## config.mk

```make
export PLATFORM = sky130hd
export DESIGN_NAME = tga_pixel_stream_decoder_unit
export DESIGN_NICKNAME = d
export VERILOG_FILES = /design/src/design/tgapsd_pkg.sv /design/src/design/tgapsd_front.sv /design/src/design/tgapsd_cmd_fifo.sv /design/src/design/tgapsd_back.sv /design/src/design/tga_pixel_stream_decoder_unit.sv
export SDC_FILE = /design/constraint.sdc
export NUM_CORES = 1
export LEC_CHECK = 0
export ABC_AREA = 0
export CAP_MARGIN = 30
export CORE_MARGIN = 2
export CORE_UTILIZATION = 65
export CTS_CLUSTER_DIAMETER = 80
export DETAILED_ROUTE_END_ITERATION = 8
export DONT_BUFFER_PORTS = 1
export GPL_ROUTABILITY_DRIVEN = 0
export PLACE_DENSITY = 0.81
export SLEW_MARGIN = 25
export SYNTH_ARGS = -nofsm -noshare
export SYNTH_HDL_FRONTEND = slang
export SYNTH_HIERARCHICAL = 1
export SYNTH_SLANG_ARGS = --single-unit
export TNS_END_PERCENT = 30
```

## constraint.sdc

```tcl
create_clock -name clk -period 12.8 [get_ports clk]
set_input_delay 2.56 -clock clk [delete_from_list [all_inputs] [get_ports clk]]
set_output_delay 2.56 -clock clk [all_outputs]
set_load 0.05 [all_outputs]
```

## src/design/tgapsd_pkg.sv

```systemverilog
`default_nettype none

package tgapsd_pkg;

	// image geometry limits
	localparam int MAX_SIDE  = 4096;
	localparam int MIN_WIDTH = 4;
	localparam int MIN_HEIGHT = 1;
	localparam int POS_W     = $clog2(MAX_SIDE);
	localparam int SIDE_W    = $clog2(MAX_SIDE) + 1;

	// fixed field widths
	localparam int BYTE_W     = 8;
	localparam int ADDR_W     = 24;
	localparam int LEN_W      = 8;
	localparam int CFG_IDX_W  = 2;
	localparam int CFG_DATA_W = 13;
	localparam int BPP_W      = 3;
	localparam int BIP_W      = 2;

	// register indexes
	localparam logic [CFG_IDX_W-1:0] REG_RLE_MODE = 2'd0;
	localparam logic [CFG_IDX_W-1:0] REG_BPP      = 2'd1;
	localparam logic [CFG_IDX_W-1:0] REG_WIDTH    = 2'd2;
	localparam logic [CFG_IDX_W-1:0] REG_HEIGHT   = 2'd3;

	// register reset values
	localparam logic             RST_RLE_MODE = 1'b1;
	localparam logic [BPP_W-1:0] RST_BPP      = 3'd3;
	localparam logic [CFG_DATA_W-1:0] RST_WIDTH  = 13'd1024;
	localparam logic [CFG_DATA_W-1:0] RST_HEIGHT = 13'd512;

	// bytes per pixel code selecting the alpha byte
	localparam logic [BPP_W-1:0] BPP_WITH_ALPHA = 3'd4;

	// packet header layout
	localparam logic [6:0] PKT_LEN_MASK = 7'h7F;

	// byte positions inside a pixel
	localparam logic [BIP_W-1:0] BIP_BLUE  = 2'd0;
	localparam logic [BIP_W-1:0] BIP_GREEN = 2'd1;
	localparam logic [BIP_W-1:0] BIP_RED   = 2'd2;
	localparam logic [BIP_W-1:0] BIP_ALPHA = 2'd3;

	// command queue
	localparam int FIFO_DEPTH = 4;
	localparam int FIFO_PTR_W = $clog2(FIFO_DEPTH);

	// one pixel group to place
	typedef struct packed {
		logic              restart;
		logic [LEN_W-1:0]  count;
		logic [BYTE_W-1:0] red;
		logic [BYTE_W-1:0] green;
		logic [BYTE_W-1:0] blue;
		logic [BYTE_W-1:0] alpha;
	} cmd_t;

	// decode format seen by the front end
	typedef struct packed {
		logic rle_mode;
		logic four_bytes;
	} fmt_t;

	// clamped geometry seen by the back end
	typedef struct packed {
		logic [SIDE_W-1:0] width;
		logic [SIDE_W-1:0] height;
	} geom_t;

	// one span result
	typedef struct packed {
		logic [ADDR_W-1:0] start_address;
		logic [LEN_W-1:0]  span_length;
		logic [BYTE_W-1:0] red;
		logic [BYTE_W-1:0] green;
		logic [BYTE_W-1:0] blue;
		logic [BYTE_W-1:0] alpha;
		logic              last_of_run;
		logic              image_done;
		logic              overrun;
	} res_t;

	function automatic logic [SIDE_W-1:0] clamp_side(input logic [CFG_DATA_W-1:0] v,
		input int lo);
		logic [SIDE_W-1:0] r;
		if (v < CFG_DATA_W'(lo)) begin
			r = SIDE_W'(lo);
		end else if (v > CFG_DATA_W'(MAX_SIDE)) begin
			r = SIDE_W'(MAX_SIDE);
		end else begin
			r = SIDE_W'(v);
		end
		return r;
	endfunction

endpackage

`default_nettype wire

```

## src/design/tgapsd_front.sv

```systemverilog
`default_nettype none

module tgapsd_front (
	input  wire logic                      clk,
	input  wire logic                      arst_n,
	input  wire tgapsd_pkg::fmt_t          fmt,
	input  wire logic                      in_valid,
	output logic                           in_stall,
	input  wire logic [7:0]                data_byte,
	input  wire logic                      first_byte,
	input  wire logic                      fifo_full,
	output logic                           push,
	output tgapsd_pkg::cmd_t               push_cmd
);
	import tgapsd_pkg::*;

	logic [LEN_W-1:0]     packet_left_q, left_n;
	logic                 packet_repeat_q, repeat_n;
	logic                 awaiting_q, awaiting_n;
	logic [BIP_W-1:0]     bip_q, bip_n;
	logic [3*BYTE_W-1:0]  pixel_q, pixel_n;
	logic                 restart_pend_q, pend_n;
	logic                 accept;
	logic [BIP_W-1:0]     last_bip;
	logic [BYTE_W-1:0]    alpha_c;
	logic [LEN_W-1:0]     count_c;
	logic                 done_pixel;

	// byte taken whenever the queue has room
	assign in_stall = fifo_full;
	assign accept   = in_valid & ~fifo_full;
	assign last_bip = fmt.four_bytes ? BIP_ALPHA : BIP_RED;

	// header parse, pixel gather and packet bookkeeping
	always_comb begin
		left_n     = packet_left_q;
		repeat_n   = packet_repeat_q;
		awaiting_n = awaiting_q;
		bip_n      = bip_q;
		pixel_n    = pixel_q;
		pend_n     = restart_pend_q;
		alpha_c    = '0;
		count_c    = LEN_W'(1);
		done_pixel = 1'b0;

		if (first_byte) begin
			left_n     = '0;
			repeat_n   = 1'b0;
			awaiting_n = 1'b1;
			bip_n      = BIP_BLUE;
			pixel_n    = '0;
			pend_n     = 1'b1;
		end

		if (fmt.rle_mode && awaiting_n) begin
			repeat_n   = data_byte[7];
			left_n     = LEN_W'(data_byte[6:0] & PKT_LEN_MASK) + LEN_W'(1);
			awaiting_n = 1'b0;
			bip_n      = BIP_BLUE;
		end else begin
			unique case (bip_n)
				BIP_BLUE:  pixel_n[BYTE_W-1:0]          = data_byte;
				BIP_GREEN: pixel_n[2*BYTE_W-1:BYTE_W]   = data_byte;
				BIP_RED:   pixel_n[3*BYTE_W-1:2*BYTE_W] = data_byte;
				default:   alpha_c = data_byte;
			endcase
			if (bip_n < last_bip) begin
				bip_n = bip_n + BIP_W'(1);
			end else begin
				bip_n      = BIP_BLUE;
				done_pixel = 1'b1;
				if (fmt.rle_mode) begin
					if (repeat_n) begin
						count_c    = (left_n != '0) ? left_n : LEN_W'(1);
						left_n     = '0;
						awaiting_n = 1'b1;
					end else begin
						if (left_n != '0) begin
							left_n = left_n - LEN_W'(1);
						end
						if (left_n == '0) begin
							awaiting_n = 1'b1;
						end
					end
				end
			end
		end
	end

	// command toward the back end
	assign push             = accept & done_pixel;
	assign push_cmd.restart = pend_n;
	assign push_cmd.count   = count_c;
	assign push_cmd.red     = pixel_n[3*BYTE_W-1:2*BYTE_W];
	assign push_cmd.green   = pixel_n[2*BYTE_W-1:BYTE_W];
	assign push_cmd.blue    = pixel_n[BYTE_W-1:0];
	assign push_cmd.alpha   = alpha_c;

	// stream state
	always_ff @(posedge clk or negedge arst_n) begin
		if (!arst_n) begin
			packet_left_q   <= '0;
			packet_repeat_q <= 1'b0;
			awaiting_q      <= 1'b1;
			bip_q           <= BIP_BLUE;
			pixel_q         <= '0;
			restart_pend_q  <= 1'b0;
		end else if (accept) begin
			packet_left_q   <= left_n;
			packet_repeat_q <= repeat_n;
			awaiting_q      <= awaiting_n;
			bip_q           <= bip_n;
			pixel_q         <= pixel_n;
			restart_pend_q  <= pend_n & ~done_pixel;
		end
	end

endmodule

`default_nettype wire

```

## src/design/tgapsd_cmd_fifo.sv

```systemverilog
`default_nettype none

module tgapsd_cmd_fifo (
	input  wire logic              clk,
	input  wire logic              arst_n,
	input  wire logic              push,
	input  wire tgapsd_pkg::cmd_t  push_cmd,
	input  wire logic              pop,
	output tgapsd_pkg::cmd_t       head_cmd,
	output logic                   full,
	output logic                   empty
);
	import tgapsd_pkg::*;

	cmd_t                entry_q [FIFO_DEPTH];
	logic [FIFO_PTR_W-1:0] wr_ptr_q, rd_ptr_q;
	logic [FIFO_PTR_W:0]   count_q;
	logic                  do_push, do_pop;

	assign full     = (count_q == (FIFO_PTR_W+1)'(FIFO_DEPTH));
	assign empty    = (count_q == '0);
	assign do_push  = push & ~full;
	assign do_pop   = pop & ~empty;
	assign head_cmd = entry_q[rd_ptr_q];

	// entry storage
	always_ff @(posedge clk) begin
		if (do_push) begin
			entry_q[wr_ptr_q] <= push_cmd;
		end
	end

	// pointers and fill level
	always_ff @(posedge clk or negedge arst_n) begin
		if (!arst_n) begin
			wr_ptr_q <= '0;
			rd_ptr_q <= '0;
			count_q  <= '0;
		end else begin
			if (do_push) begin
				wr_ptr_q <= wr_ptr_q + FIFO_PTR_W'(1);
			end
			if (do_pop) begin
				rd_ptr_q <= rd_ptr_q + FIFO_PTR_W'(1);
			end
			unique case ({do_push, do_pop})
				2'b10:   count_q <= count_q + (FIFO_PTR_W+1)'(1);
				2'b01:   count_q <= count_q - (FIFO_PTR_W+1)'(1);
				default: count_q <= count_q;
			endcase
		end
	end

endmodule

`default_nettype wire

```

## src/design/tgapsd_back.sv

```systemverilog
`default_nettype none

module tgapsd_back (
	input  wire logic              clk,
	input  wire logic              arst_n,
	input  wire tgapsd_pkg::geom_t geom,
	input  wire tgapsd_pkg::cmd_t  head_cmd,
	input  wire logic              fifo_empty,
	output logic                   pop,
	output logic                   out_valid,
	input  wire logic              out_stall,
	output tgapsd_pkg::res_t       res
);
	import tgapsd_pkg::*;

	logic                  active_q;
	cmd_t                  cmd_q;
	logic [LEN_W-1:0]      left_q;
	logic [POS_W-1:0]      column_q, col_a, col_n;
	logic [POS_W-1:0]      row_q, row_a, row_n;
	logic                  finished_q, fin_a, fin_n;
	logic                  out_valid_q;
	res_t                  res_q, res_c;
	logic                  slot_free, emit;
	logic [SIDE_W-1:0]     room, col_sum;
	logic [LEN_W-1:0]      span, left_n;
	logic [POS_W-1:0]      row_off;
	logic [POS_W+SIDE_W-1:0] row_base;
	logic                  done_c;

	assign slot_free = ~out_valid_q | ~out_stall;
	assign emit      = active_q & slot_free;
	assign pop       = ~active_q & ~fifo_empty;

	// one span per unstalled cycle: row wrap, clip to the row, mirrored address
	always_comb begin
		fin_a = finished_q | (SIDE_W'(row_q) >= geom.height);
		col_a = column_q;
		row_a = row_q;
		if (!fin_a && (SIDE_W'(column_q) >= geom.width)) begin
			col_a = '0;
			if ((SIDE_W'(row_q) + SIDE_W'(1)) >= geom.height) begin
				fin_a = 1'b1;
			end else begin
				row_a = row_q + POS_W'(1);
			end
		end

		room     = geom.width - SIDE_W'(col_a);
		span     = (room >= SIDE_W'(left_q)) ? left_q : LEN_W'(room);
		row_off  = POS_W'(geom.height - SIDE_W'(1) - SIDE_W'(row_a));
		row_base = row_off * geom.width;
		col_sum  = SIDE_W'(col_a) + SIDE_W'(span);
		left_n   = left_q - span;

		col_n  = col_a;
		row_n  = row_a;
		fin_n  = fin_a;
		done_c = 1'b0;
		if (!fin_a) begin
			if (col_sum >= geom.width) begin
				col_n = '0;
				if ((SIDE_W'(row_a) + SIDE_W'(1)) >= geom.height) begin
					fin_n  = 1'b1;
					done_c = 1'b1;
				end else begin
					row_n = row_a + POS_W'(1);
				end
			end else begin
				col_n = POS_W'(col_sum);
			end
		end

		res_c.red   = cmd_q.red;
		res_c.green = cmd_q.green;
		res_c.blue  = cmd_q.blue;
		res_c.alpha = cmd_q.alpha;
		if (fin_a) begin
			// dropped pixels past the image end
			res_c.start_address = '0;
			res_c.span_length   = left_q;
			res_c.last_of_run   = 1'b1;
			res_c.image_done    = 1'b0;
			res_c.overrun       = 1'b1;
		end else begin
			res_c.start_address = ADDR_W'(row_base) + ADDR_W'(col_a);
			res_c.span_length   = span;
			res_c.last_of_run   = (left_n == '0);
			res_c.image_done    = done_c;
			res_c.overrun       = 1'b0;
		end
	end

	// command and position state
	always_ff @(posedge clk or negedge arst_n) begin
		if (!arst_n) begin
			active_q   <= 1'b0;
			left_q     <= '0;
			column_q   <= '0;
			row_q      <= '0;
			finished_q <= 1'b0;
		end else if (pop) begin
			active_q <= 1'b1;
			left_q   <= head_cmd.count;
			if (head_cmd.restart) begin
				column_q   <= '0;
				row_q      <= '0;
				finished_q <= 1'b0;
			end
		end else if (emit) begin
			column_q   <= col_n;
			row_q      <= row_n;
			finished_q <= fin_n;
			left_q     <= fin_a ? '0 : left_n;
			active_q   <= ~res_c.last_of_run;
		end
	end

	// colour of the command in flight
	always_ff @(posedge clk) begin
		if (pop) begin
			cmd_q <= head_cmd;
		end
	end

	// output register
	always_ff @(posedge clk or negedge arst_n) begin
		if (!arst_n) begin
			out_valid_q <= 1'b0;
		end else if (slot_free) begin
			out_valid_q <= emit;
		end
	end

	always_ff @(posedge clk) begin
		if (emit) begin
			res_q <= res_c;
		end
	end

	assign out_valid = out_valid_q;
	assign res       = res_q;

endmodule

`default_nettype wire

```

## src/design/tga_pixel_stream_decoder_unit.sv

```systemverilog
`default_nettype none

// Decodes the pixel bytes of a truecolour image (raw, or run-length packets)
// into per-row spans of mirrored destination address, length and colour.
// A byte is taken every cycle while the four-entry command queue between the
// byte parser and the span generator has room; a pixel needs three or four
// bytes (plus a header byte per packet in run-length mode). The span
// generator loads one queued pixel group, then emits one span per cycle while
// the output is not stalled; the next group is loaded after the last span. A
// group gives one span normally, one more per destination row a repeat run
// crosses, and one for pixels dropped past the image end. Registers are taken
// (cfg_ready is always high) and may be written only while the block is idle.
module tga_pixel_stream_decoder_unit (
	input  wire logic        clk,
	input  wire logic        arst_n,
	input  wire logic        cfg_valid,
	output logic             cfg_ready,
	input  wire logic [1:0]  cfg_index,
	input  wire logic [12:0] cfg_data,
	input  wire logic        in_valid,
	output logic             in_stall,
	input  wire logic [7:0]  data_byte,
	input  wire logic        first_byte,
	output logic             out_valid,
	input  wire logic        out_stall,
	output logic [23:0]      start_address,
	output logic [7:0]       span_length,
	output logic [7:0]       red,
	output logic [7:0]       green,
	output logic [7:0]       blue,
	output logic [7:0]       alpha,
	output logic             last_of_run,
	output logic             image_done,
	output logic             overrun
);
	import tgapsd_pkg::*;

	logic                  rle_mode_q;
	logic [BPP_W-1:0]      bpp_q;
	logic [CFG_DATA_W-1:0] width_q;
	logic [CFG_DATA_W-1:0] height_q;
	fmt_t                  fmt;
	geom_t                 geom;
	logic                  push, pop, fifo_full, fifo_empty;
	cmd_t                  push_cmd, head_cmd;
	res_t                  res;

	// configuration registers
	assign cfg_ready = 1'b1;

	always_ff @(posedge clk or negedge arst_n) begin
		if (!arst_n) begin
			rle_mode_q <= RST_RLE_MODE;
			bpp_q      <= RST_BPP;
			width_q    <= RST_WIDTH;
			height_q   <= RST_HEIGHT;
		end else if (cfg_valid) begin
			unique case (cfg_index)
				REG_RLE_MODE: rle_mode_q <= cfg_data[0];
				REG_BPP:      bpp_q      <= cfg_data[BPP_W-1:0];
				REG_WIDTH:    width_q    <= cfg_data;
				REG_HEIGHT:   height_q   <= cfg_data;
				default:      rle_mode_q <= rle_mode_q;
			endcase
		end
	end

	assign fmt.rle_mode   = rle_mode_q;
	assign fmt.four_bytes = (bpp_q == BPP_WITH_ALPHA);
	assign geom.width     = clamp_side(width_q, MIN_WIDTH);
	assign geom.height    = clamp_side(height_q, MIN_HEIGHT);

	tgapsd_front u_front (
		.clk       (clk),
		.arst_n    (arst_n),
		.fmt       (fmt),
		.in_valid  (in_valid),
		.in_stall  (in_stall),
		.data_byte (data_byte),
		.first_byte(first_byte),
		.fifo_full (fifo_full),
		.push      (push),
		.push_cmd  (push_cmd)
	);

	tgapsd_cmd_fifo u_fifo (
		.clk     (clk),
		.arst_n  (arst_n),
		.push    (push),
		.push_cmd(push_cmd),
		.pop     (pop),
		.head_cmd(head_cmd),
		.full    (fifo_full),
		.empty   (fifo_empty)
	);

	tgapsd_back u_back (
		.clk       (clk),
		.arst_n    (arst_n),
		.geom      (geom),
		.head_cmd  (head_cmd),
		.fifo_empty(fifo_empty),
		.pop       (pop),
		.out_valid (out_valid),
		.out_stall (out_stall),
		.res       (res)
	);

	// result fields
	assign start_address = res.start_address;
	assign span_length   = res.span_length;
	assign red           = res.red;
	assign green         = res.green;
	assign blue          = res.blue;
	assign alpha         = res.alpha;
	assign last_of_run   = res.last_of_run;
	assign image_done    = res.image_done;
	assign overrun       = res.overrun;

endmodule

`default_nettype wire

```

==> results_dict.tcl, run 1 <==
set metrics [dict create \
    syn-cell-area_sq_um 24800 \
    dr.pass1.iters 8 \
    path_common_cell "o21ai_0" \
    cp_max_fo 18 \
    ys_async_sr_fraction 0.293 \
    hold_buffers 0 \
    grt_max_degree 110 \
    port_buffers 0 \
    hold_violations 0 \
    drc 0 \
    die_h_um 199 \
    clk_path_buf_depth 3 \
    start_util 0.660 \
    grt_pass1_wl_um 95100 \
    final_cell_mix "inv_1 (270), edfxtp_1 (263), nand2_1 (216)" \
    avgSynthCellArea_sq_um 11.4 \
    ant_nets 0 \
    finalSetupTns_ps 0 \
    relSlewSlack 0.355 \
    critPathRequiredTime_ps 13070 \
    synth-seq-cells 372 \
    drt-wirelength-per-cell_um 22.2 \
    finalNonFillerCells 2705 \
    synthCells 2175 \
    tightest_slew_ps 961 \
    vias_per_cell 6.29 \
    criticalPathCategory "reg2reg" \
    finalWirelength_um 60100 \
    synth_top_flop_cell "edfxtp_1" \
    tritoncts.num_buffers 39 \
    cts.sinks 372 \
    whs_ps 417 \
    endpoint_kind "flop" \
    track_usage 0.315 \
    rsz0062_at_grt "no" \
    overflow 0 \
    syn_to_final_growth_pct 6.88 \
    diodes 0 \
    dieArea_sq_um 39700 \
    fmax_mhz 82.9 \
    yosys_warnings 6 \
    antenna_found_initial 1 \
    fin_crit_sh 0.942 \
    hp-class "reg2reg" \
    ys_seq_area_frac 0.429 \
    core_sq_um 37600 \
    dpl.hpwl_um 41300 \
    clock_latency_ps 560 \
    rows 71 \
    synth_edf_count 263 \
    ys_types 105 \
    cpPeakStageDelay_ps 560 \
    dp_cells 2632 \
    cap_viol_max_count 0 \
    synth_nets 2519 \
    final_common_cell "inv_1" \
    num_vias 17000 \
    slowest_stage "fa_1" \
    cts_tree "yes" \
    clk_pin_slew_worst_paths_ps 60 \
    crit_path_start_kind "flop" \
    die_x_um 199 \
    skew_ps 24.7 \
    ioPinCount 99 \
    finalMaxSlewViolations 0 \
    outcome "finished clean" \
    fin_nets 2508 \
    crit_arrival_ps 12330 \
    finalSetupViolCount 0 \
    finalCriticalPeriod_ps 12060 \
    cts_root_buf "clkbuf_16" \
    grt_pass1_vias 18000 \
    cts_max_level 2 \
    drt-initial-drc-count 1422 \
    drive_gt1_frac 0.104 \
]
cell usage after synthesis (15+ instances only):
cell | count | area (sq um)
a21o_1 | 34 | 255
dfrtp_1 | 103 | 2580
ha_1 | 190 | 2380
nor2_1 | 96 | 360
xnor2_1 | 64 | 561
o21ai_0 | 68 | 340
nor2b_1 | 37 | 231
and3_1 | 28 | 175
mux4_2 | 38 | 856
nor3_1 | 22 | 110
nand2_1 | 216 | 811
and2_1 | 62 | 388
o21ai_1 | 15 | 75.1
buf_2 | 16 | 80.1
nand2b_1 | 33 | 206
edfxtp_1 | 263 | 7900
a22o_1 | 37 | 324
inv_1 | 270 | 1010
xor2_1 | 35 | 307
mux2_2 | 23 | 259
nand3_1 | 32 | 160
fa_1 | 125 | 2500
clkbuf_1 | 53 | 199
a21oi_1 | 68 | 340
final timing paths:
kind	endpoint	cells after the start	slack, ps	startpoint
hold reg to reg	u_back/res[20]$_DFFE_PP_	0	420	u_back/cmd_q[17]$_DFFE_PP_
min in group asynchronous	u_back/column_q[6]$_DFFE_PN0P_	0	1710	arst_n
setup reg to reg	u_back/res[66]$_SDFFCE_PN0P_	48	740	u_back/row_q[0]$_DFFE_PN0P_
max in group asynchronous	u_front/awaiting_q$_DFFE_PN1P_	0	10820	arst_n
setup / recovery	u_back/res[66]$_SDFFCE_PN0P_	48	740	u_back/row_q[0]$_DFFE_PN0P_
hold / removal	u_back/res[20]$_DFFE_PP_	0	420	u_back/cmd_q[17]$_DFFE_PP_
area by class of cell:
| cell class | instances | area (sq um) |
|---|---|---|
| Clock buffer | 52 | 1090 |
| Clock inverter | 19 | 180 |
| Fill cell | 2529 | 11100 |
| Inverter | 274 | 1030 |
| Multi-Input combinational cell | 1440 | 12600 |
| Sequential cell | 372 | 10600 |
| Tap cell | 511 | 639 |
| Timing Repair Buffer | 37 | 279 |
cell families after synthesis:
family                     after synthesis  share of synthesized area
AOI/OAI and AO/OA                      343                     0.0943
muxes                                   84                     0.0585
and+or+nand+nor                        596                      0.122
adders and majority gates              315                      0.197
other                                    1                   0.000151
buffers and inverters                  363                     0.0621
DFF                                    372                      0.429
xor gates and xnor gates               101                     0.0366
critical path, delay by kind of cell (launching register included):
| kind | cells | cell delay, ps |
|---|---|---|
| flip-flops | 1 | 470 |
| buffers and inverters | 7 | 740 |
| XOR/XNOR | 3 | 440 |
| AO/OA/AOI/OAI | 17 | 3940 |
| adder cells (fa/ha/maj) | 10 | 4050 |
| AND/OR/NAND/NOR | 10 | 1940 |
| multiplexers | 1 | 230 |
sequential cells by signal, indices dropped and copies added, names as in the netlist, 2 cells and up:
signal and flops:
u_fifo/entry_q 164, u_back/res 67, u_back/cmd_q 32, u_front/pixel_q 24, height_q 13, width_q 13
u_back/column_q 12, u_back/row_q 12, u_back/left_q 8, u_front/packet_left_q 8, bpp_q 3, u_fifo/count_q 3
u_fifo/rd_ptr_q 2, u_fifo/wr_ptr_q 2, u_front/bip_q 2
metrics by stage:
| step | area (sq um) | utilization | worst slack [ps] |
|---|---|---|---|
| CTS | 26500 | 0.704 | 1070 |
| finish | 26500 | 0.705 | 742 |
| global placement | 25200 | 0.670 | 1650 |
| floorplan | 24800 | - | 2420 |
| detailed placement | 25200 | 0.670 | 1100 |
| global route | 26500 | 0.705 | 25.5 |
repair_timing:
item / in CTS / in global routing
setup buffers: 0 / 0
endpoints found under the setup margin: 0 / 1
resized for setup: 0 / 1
metal layers:
layer / vias up / track usage / part of all wire
li1: 7556 / - / -
met1: 8298 / 0.370 / 0.37
met2: 877 / 0.538 / 0.49
met3: 279 / 0.0623 / 0.073
met4: 2 / 0.188 / 0.063
met5: - / 0 / 0.00012
Power of run 1 is not shown: default switching activity piles up to over one toggle a cycle in this logic, so the estimate is an artifact.
==> run 2, diff against run 1 <==
--- a/config.mk
+++ b/config.mk
@@ -6,7 +6,7 @@
 export NUM_CORES = 1
 export LEC_CHECK = 0
 export ABC_AREA = 0
-export CAP_MARGIN = 30
+export CORE_ASPECT_RATIO = 0.75
 export CORE_MARGIN = 2
 export CORE_UTILIZATION = 65
 export CTS_CLUSTER_DIAMETER = 80
@@ -14,7 +14,7 @@
 export DONT_BUFFER_PORTS = 1
 export GPL_ROUTABILITY_DRIVEN = 0
 export PLACE_DENSITY = 0.81
-export SLEW_MARGIN = 25
+export SLEW_MARGIN = 40
 export SYNTH_ARGS = -nofsm -noshare
 export SYNTH_HDL_FRONTEND = slang
 export SYNTH_HIERARCHICAL = 1
==> run 2 against run 1 <==
Effect of this change:
- fmax fell by 0.71%
- sequential cell count is the same
- count of clock-buffer cells in the layout decreased by 5
- final area about the same
- critical path depth shrank 1
- largest cell class unchanged
==> results_dict.tcl, run 2 (synthesis results as in run 1) <==
set metrics [dict create \
    outcome "finished clean" \
    cap_viol_max_count 0 \
    fin_crit_sh 0.949 \
    finalCriticalPeriod_ps 12140 \
    endpoint_kind "flop" \
    min_to "u_back/res[25]$_DFFE_PP_" \
    tritoncts.num_buffers 38 \
    fin_nets 2507 \
    grt_max_degree 110 \
    cts.sinks 372 \
    drt-wirelength-per-cell_um 22.6 \
    grt_pass1_wl_um 96500 \
    drive_gt1_frac 0.105 \
    finalNonFillerCells 2697 \
    critPathRequiredTime_ps 13100 \
    r2r.worst_path.cells 47 \
    tightest_slew_ps 846 \
    core_sq_um 37300 \
    crit_path_start_kind "flop" \
    vias_per_cell 6.38 \
    port_buffers 0 \
    die_x_um 229 \
    top_register "u_fifo/entry_q" \
    cpPeakStageDelay_ps 560 \
    hp-class "reg2reg" \
    clk_path_buf_depth 3 \
    overflow 0 \
    criticalPathCategory "reg2reg" \
    path_common_cell "o21ai_0" \
    worstHoldStart "u_back/cmd_q[22]$_DFFE_PP_" \
    final_cell_mix "inv_1 (270), edfxtp_1 (263), nand2_1 (216)" \
    finalSetupViolCount 0 \
    skew_ps 16.2 \
    dieArea_sq_um 39700 \
    finalSetupTns_ps 0 \
    cts_tree "yes" \
    r2r_start "u_back/row_q[0]$_DFFE_PN0P_" \
    hold_violations 0 \
    dr.pass1.iters 5 \
    reg2reg_slack_ps 660 \
    cts_root_buf "clkbuf_16" \
    die_h_um 173 \
    postCtsSetupRepairBufs 0 \
    drt-initial-drc-count 2036 \
    ioPinCount 99 \
    min_path_cells 0 \
    clock_latency_ps 550 \
    rsz0062_at_grt "no" \
    start_util 0.664 \
    fmax_mhz 82.3 \
    dpl.hpwl_um 43100 \
    track_usage 0.313 \
    antenna_found_initial 3 \
    grt_pass1_vias 17300 \
    cts_max_level 2 \
    clk_pin_slew_worst_paths_ps 70 \
    slowest_stage "fa_1" \
    hold_buffers 0 \
    finalWirelength_um 61100 \
    finalMaxSlewViolations 0 \
    largest_reg_flops 164 \
    crit_arrival_ps 12440 \
    diodes 0 \
    drc 0 \
    rows 61 \
    final_common_cell "inv_1" \
    syn_to_final_growth_pct 6.87 \
    relSlewSlack 0.432 \
    num_vias 17200 \
    dp_cells 2627 \
    cts_resized 0 \
    cp_max_fo 8 \
    reg2reg_to "u_back/res[66]$_SDFFCE_PN0P_" \
    ant_nets 0 \
]
## run 2: changes by cell type in the layout (fill, tap and decap cells not counted), sizes merged
| cell | delta |
|---|---|
| clkinvlp | -3 |
| inv | +4 |
| clkinv | +2 |
| clkbuf | -5 |
| bufinv | +1 |
## run 2: layer usage
metal | vias to the layer above | global-route usage | wire length [um]
li1 | 7543 | - | -
met1 | 8402 | 0.459 | 25400
met2 | 1093 | 0.461 | 26400
met3 | 167 | 0.0825 | 7400
met4 | 4 | 0.0971 | 1850
met5 | - | 0 | 28
## run 2: worst max-delay path by stage
stage	from	end	slack, ps	cells past startpoint
2_1_floorplan	width_q[9]$_DFFE_PN0P_	u_back/res[66]$_SDFFCE_PN0P_	2420	42
3_3_place_gp	u_back/row_q[0]$_DFFE_PN0P_	u_back/res[66]$_SDFFCE_PN0P_	1550	43
3_5_place_dp	width_q[8]$_DFFE_PN0P_	u_back/res[66]$_SDFFCE_PN0P_	980	40
4_1_cts	width_q[8]$_DFFE_PN0P_	u_back/res[66]$_SDFFCE_PN0P_	880	40
5_1_grt	u_back/row_q[0]$_DFFE_PN0P_	u_back/res[66]$_SDFFCE_PN0P_	20	46
6_report	u_back/row_q[0]$_DFFE_PN0P_	u_back/res[66]$_SDFFCE_PN0P_	660	47
## run 2: area by class of cell
cell class | instances | area [sq um]
Clock buffer | 47 | 1020
Clock inverter | 23 | 231
Fill cell | 2461 | 10800
Inverter | 274 | 1030
Multi-Input combinational cell | 1440 | 12700
Sequential cell | 372 | 10600
Tap cell | 504 | 631
Timing Repair Buffer | 37 | 282
## run 2: critical path: cells and delay by family (launching register included)
| kind | cells | cell delay, ps |
|---|---|---|
| xor+xnor | 3 | 480 |
| mux | 1 | 270 |
| compound gates | 17 | 3910 |
| fa+ha+maj | 10 | 4100 |
| flops | 1 | 490 |
| simple gates | 10 | 2170 |
| buf+inv | 6 | 490 |
## run 2: metrics by stage
step | utilization | hold WS [ps] | instance area [sq um] | worst slack, ps
after floorplan | - | 400 | 24800 | 2420
after global placement | 0.675 | 400 | 25200 | 1550
after detailed placement | 0.676 | 405 | 25200 | 977
after CTS | 0.709 | 415 | 26500 | 884
after global routing | 0.710 | 425 | 26500 | 24.9
final | 0.710 | 412 | 26500 | 655
Power of run 2 is left out for the same reason.
